File: src/rtl/core/pstd_fifo.sv
// Small register-based queue used between front and back and on the result side.
// Depends on nothing; width and depth come from the instantiating module.
module pstd_fifo #(
	parameter int WIDTH = 8,
	parameter int DEPTH = 4
) (
	input  logic                       clk,
	input  logic                       arst_n,
	input  logic                       wr,
	input  logic [WIDTH-1:0]           wdata,
	input  logic                       rd,
	output logic [WIDTH-1:0]           rdata,
	output logic                       empty,
	output logic                       full,
	output logic [$clog2(DEPTH+1)-1:0] count
);
	localparam int PW = (DEPTH > 1) ? $clog2(DEPTH) : 1;
	localparam int CW = $clog2(DEPTH+1);

	logic [WIDTH-1:0] mem_q [DEPTH];
	logic [PW-1:0]    wp_q, rp_q;
	logic [CW-1:0]    cnt_q;
	logic             do_wr, do_rd;

	assign empty = (cnt_q == '0);
	assign full  = (cnt_q == CW'(DEPTH));
	assign count = cnt_q;
	assign rdata = mem_q[rp_q];
	assign do_wr = wr && !full;
	assign do_rd = rd && !empty;

	// hold storage, store on an accepted write
	always_ff @(posedge clk) begin
		if (do_wr) begin
			mem_q[wp_q] <= wdata;
		end
	end

	// advance pointers and fill count
	always_ff @(posedge clk or negedge arst_n) begin
		if (!arst_n) begin
			wp_q  <= '0;
			rp_q  <= '0;
			cnt_q <= '0;
		end else begin
			if (do_wr) begin
				wp_q <= (wp_q == PW'(DEPTH-1)) ? '0 : wp_q + PW'(1);
			end
			if (do_rd) begin
				rp_q <= (rp_q == PW'(DEPTH-1)) ? '0 : rp_q + PW'(1);
			end
			if (do_wr && !do_rd) begin
				cnt_q <= cnt_q + CW'(1);
			end else if (do_rd && !do_wr) begin
				cnt_q <= cnt_q - CW'(1);
			end
		end
	end

endmodule

File: config.mk
export PLATFORM = sky130hd
export DESIGN_NAME = pstd_fifo
export DESIGN_NICKNAME = d
export VERILOG_FILES = /design/src/rtl/core/pstd_fifo.sv
export SDC_FILE = /design/constraint.sdc
export NUM_CORES = 1
export LEC_CHECK = 0
export BUFFER_PORTS_ARGS = -buffer_cell sky130_fd_sc_hd__buf_2
export CAP_MARGIN = 10
export CELL_PAD_IN_SITES_DETAIL_PLACEMENT = 0
export CELL_PAD_IN_SITES_GLOBAL_PLACEMENT = 1
export CORE_MARGIN = 2
export CORE_UTILIZATION = 47
export CTS_CLUSTER_SIZE = 8
export DETAILED_ROUTE_END_ITERATION = 10
export PLACE_DENSITY_LB_ADDON = 0.1
export SYNTH_ARGS = -nofsm -noshare
export SYNTH_HDL_FRONTEND = slang
export SYNTH_SLANG_ARGS = --single-unit
export TNS_END_PERCENT = 30
File: constraint.sdc
create_clock -name clk -period 2.95 [get_ports clk]
set_clock_uncertainty 0.2 [all_clocks]
set_input_delay 0.1475 -clock clk [delete_from_list [all_inputs] [get_ports clk]]
set_output_delay 0.1475 -clock clk [all_outputs]
set_load 0.02 [all_outputs]
# After elaboration in Yosys (flattened, before gate mapping)
# Memories as Yosys holds them, arrays and structs flattened.
# Cells that the tools add are included.
# totals
reg_bits,7
ram_bits,32
output_inout_bits,13
memories,1
# memory_table
name,depth,word_bits,read_ports,rd_ports_with_merged_regs,write_ports,line_no,text
mem_q,4,8,1,0,1,20,logic [WIDTH-1:0] mem_q [DEPTH];
# classes
add_sub_neg,4
n_eq_ne,3
mux,6
reduce_logical,10
# ops
cell,count
$mux 3,2
$add 2x1->2 const B,2
$eq 2x2->1 const B,2
$logic_and 1x1->1,4
$logic_not 1->1,4
$mux 2,2
$add 3x1->3 const B,1
$eq 3x3->1 const B,1
$logic_not 3->1,1
$sub 3x1->3 const B,1
$mux 1,2
$reduce_bool 2->1,1

# Depth between registers and ports, before layout
# Gate-level depths: netlist of the first run.
# logic_depth
word_depth,7
depth_mapped,9
ltp_nobuf,8

# Least setup slack after synthesis of the first run
# Ideal clock, no wire load.
# synth_timing
path_type,reg2reg
start,"reg cnt_q[0], in the netlist count[0]"
end,"reg cnt_q[2], in the netlist count[2]"
setup_time_ns,0.080
arrival_ns,2.338
setup_slack_ns,0.332
stages_incl_launch_ff,9
n_path_buf,0
synth_period_minus_slack_ns,2.618
path_cell_list,dfrtp_1 -> nor3_1 -> nand2b_4 -> ha_1 -> inv_1 -> fa_1 -> xor2_1 -> nor2_1 -> xor2_1
# synth_between
elab_chain_cells,6
elab_cells_between_ends,15
# synth_rtl
item,line_no,text
"start, declared",22,logic [CW-1:0] cnt_q;
"start signal, assigned",53,cnt_q <= cnt_q + CW'(1);
"start signal, assigned",55,cnt_q <= cnt_q - CW'(1);
$logic_not 3->1 (*),25,assign empty = (cnt_q == '0);
named net empty,13,"output logic empty,"
$logic_not 1->1 (*),30,assign do_rd = rd && !empty;
$logic_and 1x1->1 (*),30,
$logic_not 1->1,52,if (do_wr && !do_rd) begin
$logic_and 1x1->1,52,
$mux 3 / $reduce_bool 2->1 (equally long branches),n/a,
# Mark *: on every way through the listed nets, which the timed path passes. The rest lies on a longest branch. The select of a mux whose other input is x is not followed.
# A chain may end at the register's enable or synchronous reset.

# Worst setup path in the final report of the first run
# layout_timing
start,"reg cnt_q[2], in the netlist count[2]"
end,"reg cnt_q[2], in the netlist count[2]"
# layout_between
elab_chain_cells,6
elab_cells_between_ends,15
# layout_rtl
item
"parallel branches: the longest is 6 deep, another holds $sub 3x1->3"
# Several ways; the timed one is not identified. The select of a mux whose other input is x is not followed.

==> out/qor.txt, run 1 <==
Final Core Density -> 58.50%
period utilisation layout -> 76.71%
Crit-path slowest cell -> dfrtp_1
Die Width -> 62.72 microns
Async S/R FF share, synth -> 17.95%
crit path buf inv count -> 1
Reg clk slew, reported paths -> 100 ps
Port-buffer cells -> 24
Post-Syn Area -> 1620 sq um
max-cap violations -> 0
residual DRC count -> 0
Crit. End Element -> register
critical path class -> register to register
gr ovfl total -> 0
Multi-input gate area -> 452.9 sq um
share of cells above drive strength 1 -> 41.18%
Reg2Reg Setup Slack -> 690 ps
Critical Path Start Type -> register
Max Buffers Root-to-Sink -> 2
DP Area -> 1778 sq um
die height -> 62.72 microns
Routed Antenna Nets -> 0
Total Wirelength -> 2496 microns
compound-gate portion of the synthesized area -> 0%
cell mode on critical path -> xor2_1
Fin. Hold Viols -> 0
Vias -> 819
crit path max fanout -> 7
Finished Layout Cells -> 165
Crit Reg-Reg Startpoint -> count[2]
#FFs+latches synth -> 39
total CTS buffers -> 5
Hold Path Class -> input port to register
number of global-route vias before repair -> 850
fin worst setup slack -> 687.0 ps
Layout fillers -> 272
die area -> 3933 sq um
number of flops mapped to enable cells by yosys -> 32
io pins -> 25
slew at the pin with the worst max-slew slack -> 613.1 ps
reg-to-reg endpoint -> count[2]
max_slew headroom -> 59.13%
Core Region -> 3311 sq um
Hold Startpoint -> wr
CTS sink cnt -> 39
Hold Crit Endpoint -> wp_q[1]
Initial DRT Pass Iterations -> 4
FF+latch area -> 1136 sq um
outcome -> finished clean
adder-cell share of the synthesized area -> 5.869%
vias per cell -> 4.964
min Tclk post-route -> 2263 ps
setup TNS -> 0 ps
Initial Util -> 48.94%
placed instance count -> 146
# diodes -> 0
Cell Rows -> 21
final HPWL from detailed placement -> 1705 microns
final setup vio count -> 0
initial antenna violation count -> 0
Syn Area/Cell -> 20.51 sq um
wire per inst -> 15.13 microns
pre-CTS WS -> 726.1 ps
number of hold buffers added after CTS -> 11
# nets final -> 137
Worst Reg2Reg Path Length in Cells -> 8
Total GRT Usage -> 14.51%
CP required -> 3020 ps
CTS tree -> done
crit-path max cell delay -> 430 ps
PD cells -> 934.7 nW/um^2
final max-slew violation count -> 0
main combinational cell family by area after synthesis -> multiplexers
RePlAce Congestion -> 0.7332
RSZ-0062 raised after global routing -> false
Static Leak -> 0.7387 nW
cell family with most CP delay -> adder cells
root buffer cell -> clkbuf_4
post-CTS sizing -> 0
Simple-Gate Fraction of Synth Area -> 5.405%
fmax -> 0.4419 GHz
first-pass GRT wire length -> 4084 microns
Post-CTS Setup Inserts -> 0
WHS Path Cells -> 3
CTS H-Tree Depth -> 2
Worst IR Drop VDD -> 0.5193 mV
Top FF cell, synth -> edfxtp_1
Seq/Total Area, Yosys -> 70.12%
Warnings, synthesis -> 0
P&R area growth vs syn -> 19.54%
Finished Cell Area -> 1937 sq um
sequence of cells on the critical path -> nor3b_4, nor2b_2, ha_1, inv_1, fa_1, xor2_1, nor2_1, xor2_1
Syn Nets -> 98
Initial DRC Count -> 13
Skew-Pair Late Insertion Delay -> 330 ps
Syn Inst Count -> 79
crit path DAT -> 2330 ps
Netlist cell types -> 19
post-synthesis mux area share -> 15.06%
XOR/XNOR share of the synthesized area -> 1.622%
largest net degree at the start of global routing -> 12
cells in the mapped netlist (all sizes together), types with 2 or more instances:
cell type  number  area [sq um]
ha              6         75.07
xor2            2         17.52
inv             3         11.26
dfrtp           7         175.2
nor2            3         11.26
edfxtp         32         960.9
and2            4         30.03
mux4            8         180.2
mux2            5         63.81
buf             3         20.01
routing by layer:
| metal | GRT usage, % | wire, microns | vias to the layer above |
|---|---|---|---|
| li1 | - | - | 379 |
| met2 | 24.19 | 1250 | 19 |
| met4 | 6.667 | 46 | 0 |
| met5 | 0 | 0 | - |
| met3 | 5.045 | 103 | 5 |
| met1 | 16.90 | 1095 | 416 |
stage by stage:
step	total power [mW]	hold slack, ps
global placement	1.572	-203.5
finish	1.810	125.3
CTS	1.840	113.9
detailed placement	1.586	-200.4
global route	1.926	114.9
floorplan	1.390	-348.1
registers in the layout, summed over array words and instances (netlist names):
name   cells
mem_q     32
wp_q       2
count      3
rp_q       2
placed cells by master, fill, tap and decap left out:
cell type and instances:
nand2b_4 1, dlygate4sd3_1 11, clkinv_1 2, ha_1 6, mux2_4 2, buf_2 24, nor3b_4 1, mux2_2 3
fa_1 1, inv_1 3, dfrtp_1 7, nor2b_2 1, edfxtp_1 32, clkbuf_4 5, mux4_2 8, clkbuf_1 1
xnor2_1 1, nor3_1 1, and2_2 4, xor2_1 2, nor2_1 3
worst register-to-register path: cells and delay by family, from the launching register on:
family	cells	cell delay, ps
buffers and inverters	1	60
XOR/XNOR	2	300
adder cells (fa/ha/maj)	2	620
AND/OR/NAND/NOR	3	580
flip-flops	1	430
cell families after synthesis:
group / count (synthesis)
flip-flops: 39
multiplexers: 13
AND/OR/NAND/NOR: 11
adder cells (fa/ha/maj): 7
buffers and inverters: 6
XOR/XNOR: 3
layout make-up:
class / instances / share of cell area (%)
sequential: 39 / 58.66
clock inverter: 2 / 0.3876
multi-input combinational: 34 / 23.38
timing repair buffer: 35 / 11.89
inverter: 3 / 0.5814
clock buffer: 6 / 2.132
tap: 46 / 2.972
report_power, final:
group	leakage, nW	total [mW]	switching [mW]	internal (mW)
registers	0.375	0.884	0.139	0.744
clock network	0.0273	0.243	0.155	0.0883
logic	0.336	0.684	0.341	0.343
total	0.739	1.81	0.635	1.18
worst max-delay path by stage:
stage	slack, ps	depth (start not counted)	startpoint	endpoint
after floorplan	330	8	count[0]	count[2]
final	690	8	count[2]	count[2]
after global routing	570	8	count[2]	count[2]
after global placement	750	8	count[0]	count[2]
after CTS	680	8	count[2]	count[2]
after detailed placement	730	8	count[2]	count[2]
No activity file was read; power rests on OpenSTA's default activity.
==> run 2, diff against run 1 <==
==> constraint.sdc (replaced) <==
create_clock -name clk -period 2.3 [get_ports clk]
set_clock_uncertainty 0.2 [all_clocks]
set_input_delay 0.115 -clock clk [delete_from_list [all_inputs] [get_ports clk]]
set_output_delay 0.115 -clock clk [all_outputs]
set_load 0.02 [all_outputs]
==> out/qor.txt, run 2 (synthesis results as in run 1) <==
outcome -> finished clean
Cell Rows -> 21 (unchanged)
max-cap violations -> 0 (unchanged)
Hold Path Class -> input port to register
Post-CTS Setup Inserts -> 0 (unchanged)
CTS H-Tree Depth -> 2 (unchanged)
gr ovfl total -> 0 (unchanged)
DP Area -> 1797 sq um (+1.1%)
share of cells above drive strength 1 -> 45.83% (+4.7 points)
period utilisation layout -> 94.90% (+18 points)
PD cells -> 1247 nW/um^2 (+33%)
RePlAce Congestion -> 0.6440 (-12%)
crit path DAT -> 2250 ps (-80 ps)
Initial Util -> 48.94% (unchanged)
first-pass GRT wire length -> 3877 microns (-5.1%)
sequence of cells on the critical path -> nor3_4, nand2b_4, ha_1, inv_1, fa_1, xor2_1, nor2_1, xor2_1
initial antenna violation count -> 0 (unchanged)
Worst IR Drop VDD -> 0.5752 mV (+11%)
crit-path max cell delay -> 480 ps (+50 ps)
Total Wirelength -> 2446 microns (-2.0%)
residual DRC count -> 0 (unchanged)
Layout fillers -> 273 (+0.37%)
min Tclk post-route -> 2183 ps (-80.40 ps)
Largest register FFs -> 32 (unchanged)
cell mode on critical path -> xor2_1
Die Width -> 62.72 microns (unchanged)
Fin. Hold Viols -> 0 (unchanged)
Vias -> 807 (-1.5%)
Finished Layout Cells -> 166 (+0.61%)
Skew-Pair Late Insertion Delay -> 330 ps (about the same)
Core Region -> 3311 sq um (unchanged)
CTS tree -> done
pre-CTS WS -> 84.07 ps (-642.0 ps)
max_slew headroom -> 59.80% (+0.67 points)
Initial DRT Pass Iterations -> 5 (+1)
CP required -> 2360 ps (-660 ps)
critical path class -> register to register
slew at the pin with the worst max-slew slack -> 603.0 ps (-10.07 ps)
Max Buffers Root-to-Sink -> 2 (unchanged)
final HPWL from detailed placement -> 1629 microns (-4.4%)
commonest non-fill, non-tap cell in the layout -> edfxtp_1
number of global-route vias before repair -> 828 (-2.6%)
Crit-path slowest cell -> dfrtp_2
CTS sink cnt -> 39 (unchanged)
Critical Path Start Type -> register
largest net degree at the start of global routing -> 13 (+1)
Total GRT Usage -> 13.79% (-0.72 points)
die area -> 3933 sq um (unchanged)
final setup vio count -> 0 (unchanged)
Routed Antenna Nets -> 0 (unchanged)
Top reg by flops -> mem_q
total CTS buffers -> 5 (unchanged)
Reg clk slew, reported paths -> 110 ps (about the same)
root buffer cell -> clkbuf_4
fin worst setup slack -> 117.4 ps (-569.6 ps)
final max-slew violation count -> 0 (unchanged)
io pins -> 25 (unchanged)
commonest non-fill, non-tap cells in the layout -> 32 x edfxtp_1, 24 x buf_2, 11 x dlygate4sd3_1
vias per cell -> 4.861 (-2.1%)
RSZ-0062 raised after global routing -> false
wire per inst -> 14.73 microns (-2.6%)
Initial DRC Count -> 16 (+3)
setup TNS -> 0 ps (unchanged)
fmax -> 0.4582 GHz (+3.7%)
Finished Cell Area -> 1986 sq um (+2.5%)
Static Leak -> 0.7602 nW (+2.9%)
# nets final -> 138 (+0.73%)
# diodes -> 0 (unchanged)
P&R area growth vs syn -> 22.55%
placed instance count -> 147 (+0.68%)
Port-buffer cells -> 24 (unchanged)
die height -> 62.72 microns (unchanged)
crit path max fanout -> 5 (-2)
Final Core Density -> 59.98% (+1.5 points)
Crit. End Element -> register
[run 2: cell types whose count changed in the layout (fill, tap and decap cells not counted), sizes merged]
cell | before | now
buf | 24 | 25
clkbuf | 6 | 5
bufinv | 0 | 1
[run 2: timing repair]
item	in CTS	in global routing
hold endpoints to repair	41	0
hold buffers	11	0
setup endpoints to repair	0	1
gates resized for setup	0	2
[run 2: cell type report]
type	instances	area, sq um	share of cell area, %
flip-flops and latches	39	1139	57.34
multi-input cells	34	464.2	23.38
repair buffers	36	237.7	11.97
well taps	46	57.56	2.899
clock inverters	3	38.79	1.953
clock buffers	5	37.54	1.890
inverters	3	11.26	0.5671
[run 2: metal layers]
metal	global-route usage (%)	wire, microns
met1	15.76	1054
met2	23.25	1249
met3	4.685	126
met4	6.667	15
met5	0	0
[run 2: per-stage QoR]
step	total power [mW]	hold slack, ps
final	2.475	126.4
after floorplan	1.802	-380.6
after detailed placement	2.059	-238.1
after CTS	2.515	111.4
after global routing	2.627	159.6
after global placement	2.040	-241.4
[run 2: path summary, 6_finish.rpt]
path                           from  endpoint  slack [ps]  depth (start not counted)
hold / removal                   wr  count[0]         130                          4
setup / recovery           count[1]  count[2]         120                          8
max in group asynchronous    arst_n  count[1]        1100                          3
setup reg to reg           count[1]  count[2]         120                          8
hold reg to reg             wp_q[1]   wp_q[1]         380                          1
min in group asynchronous    arst_n  count[2]         530                          3
[run 2: power by group]
part / switching, mW / total [mW] / internal [mW]
clock network: 0.210 / 0.434 / 0.224
logic: 0.442 / 0.897 / 0.455
registers: 0.186 / 1.14 / 0.958
[run 2: worst max-delay path: cells and delay by family (launching register included)]
family / cells / cell delay [ps]
adder cells (fa/ha/maj): 2 / 580
XOR/XNOR: 2 / 310
AND/OR/NAND/NOR: 3 / 470
flip-flops: 1 / 480
buffers and inverters: 1 / 70
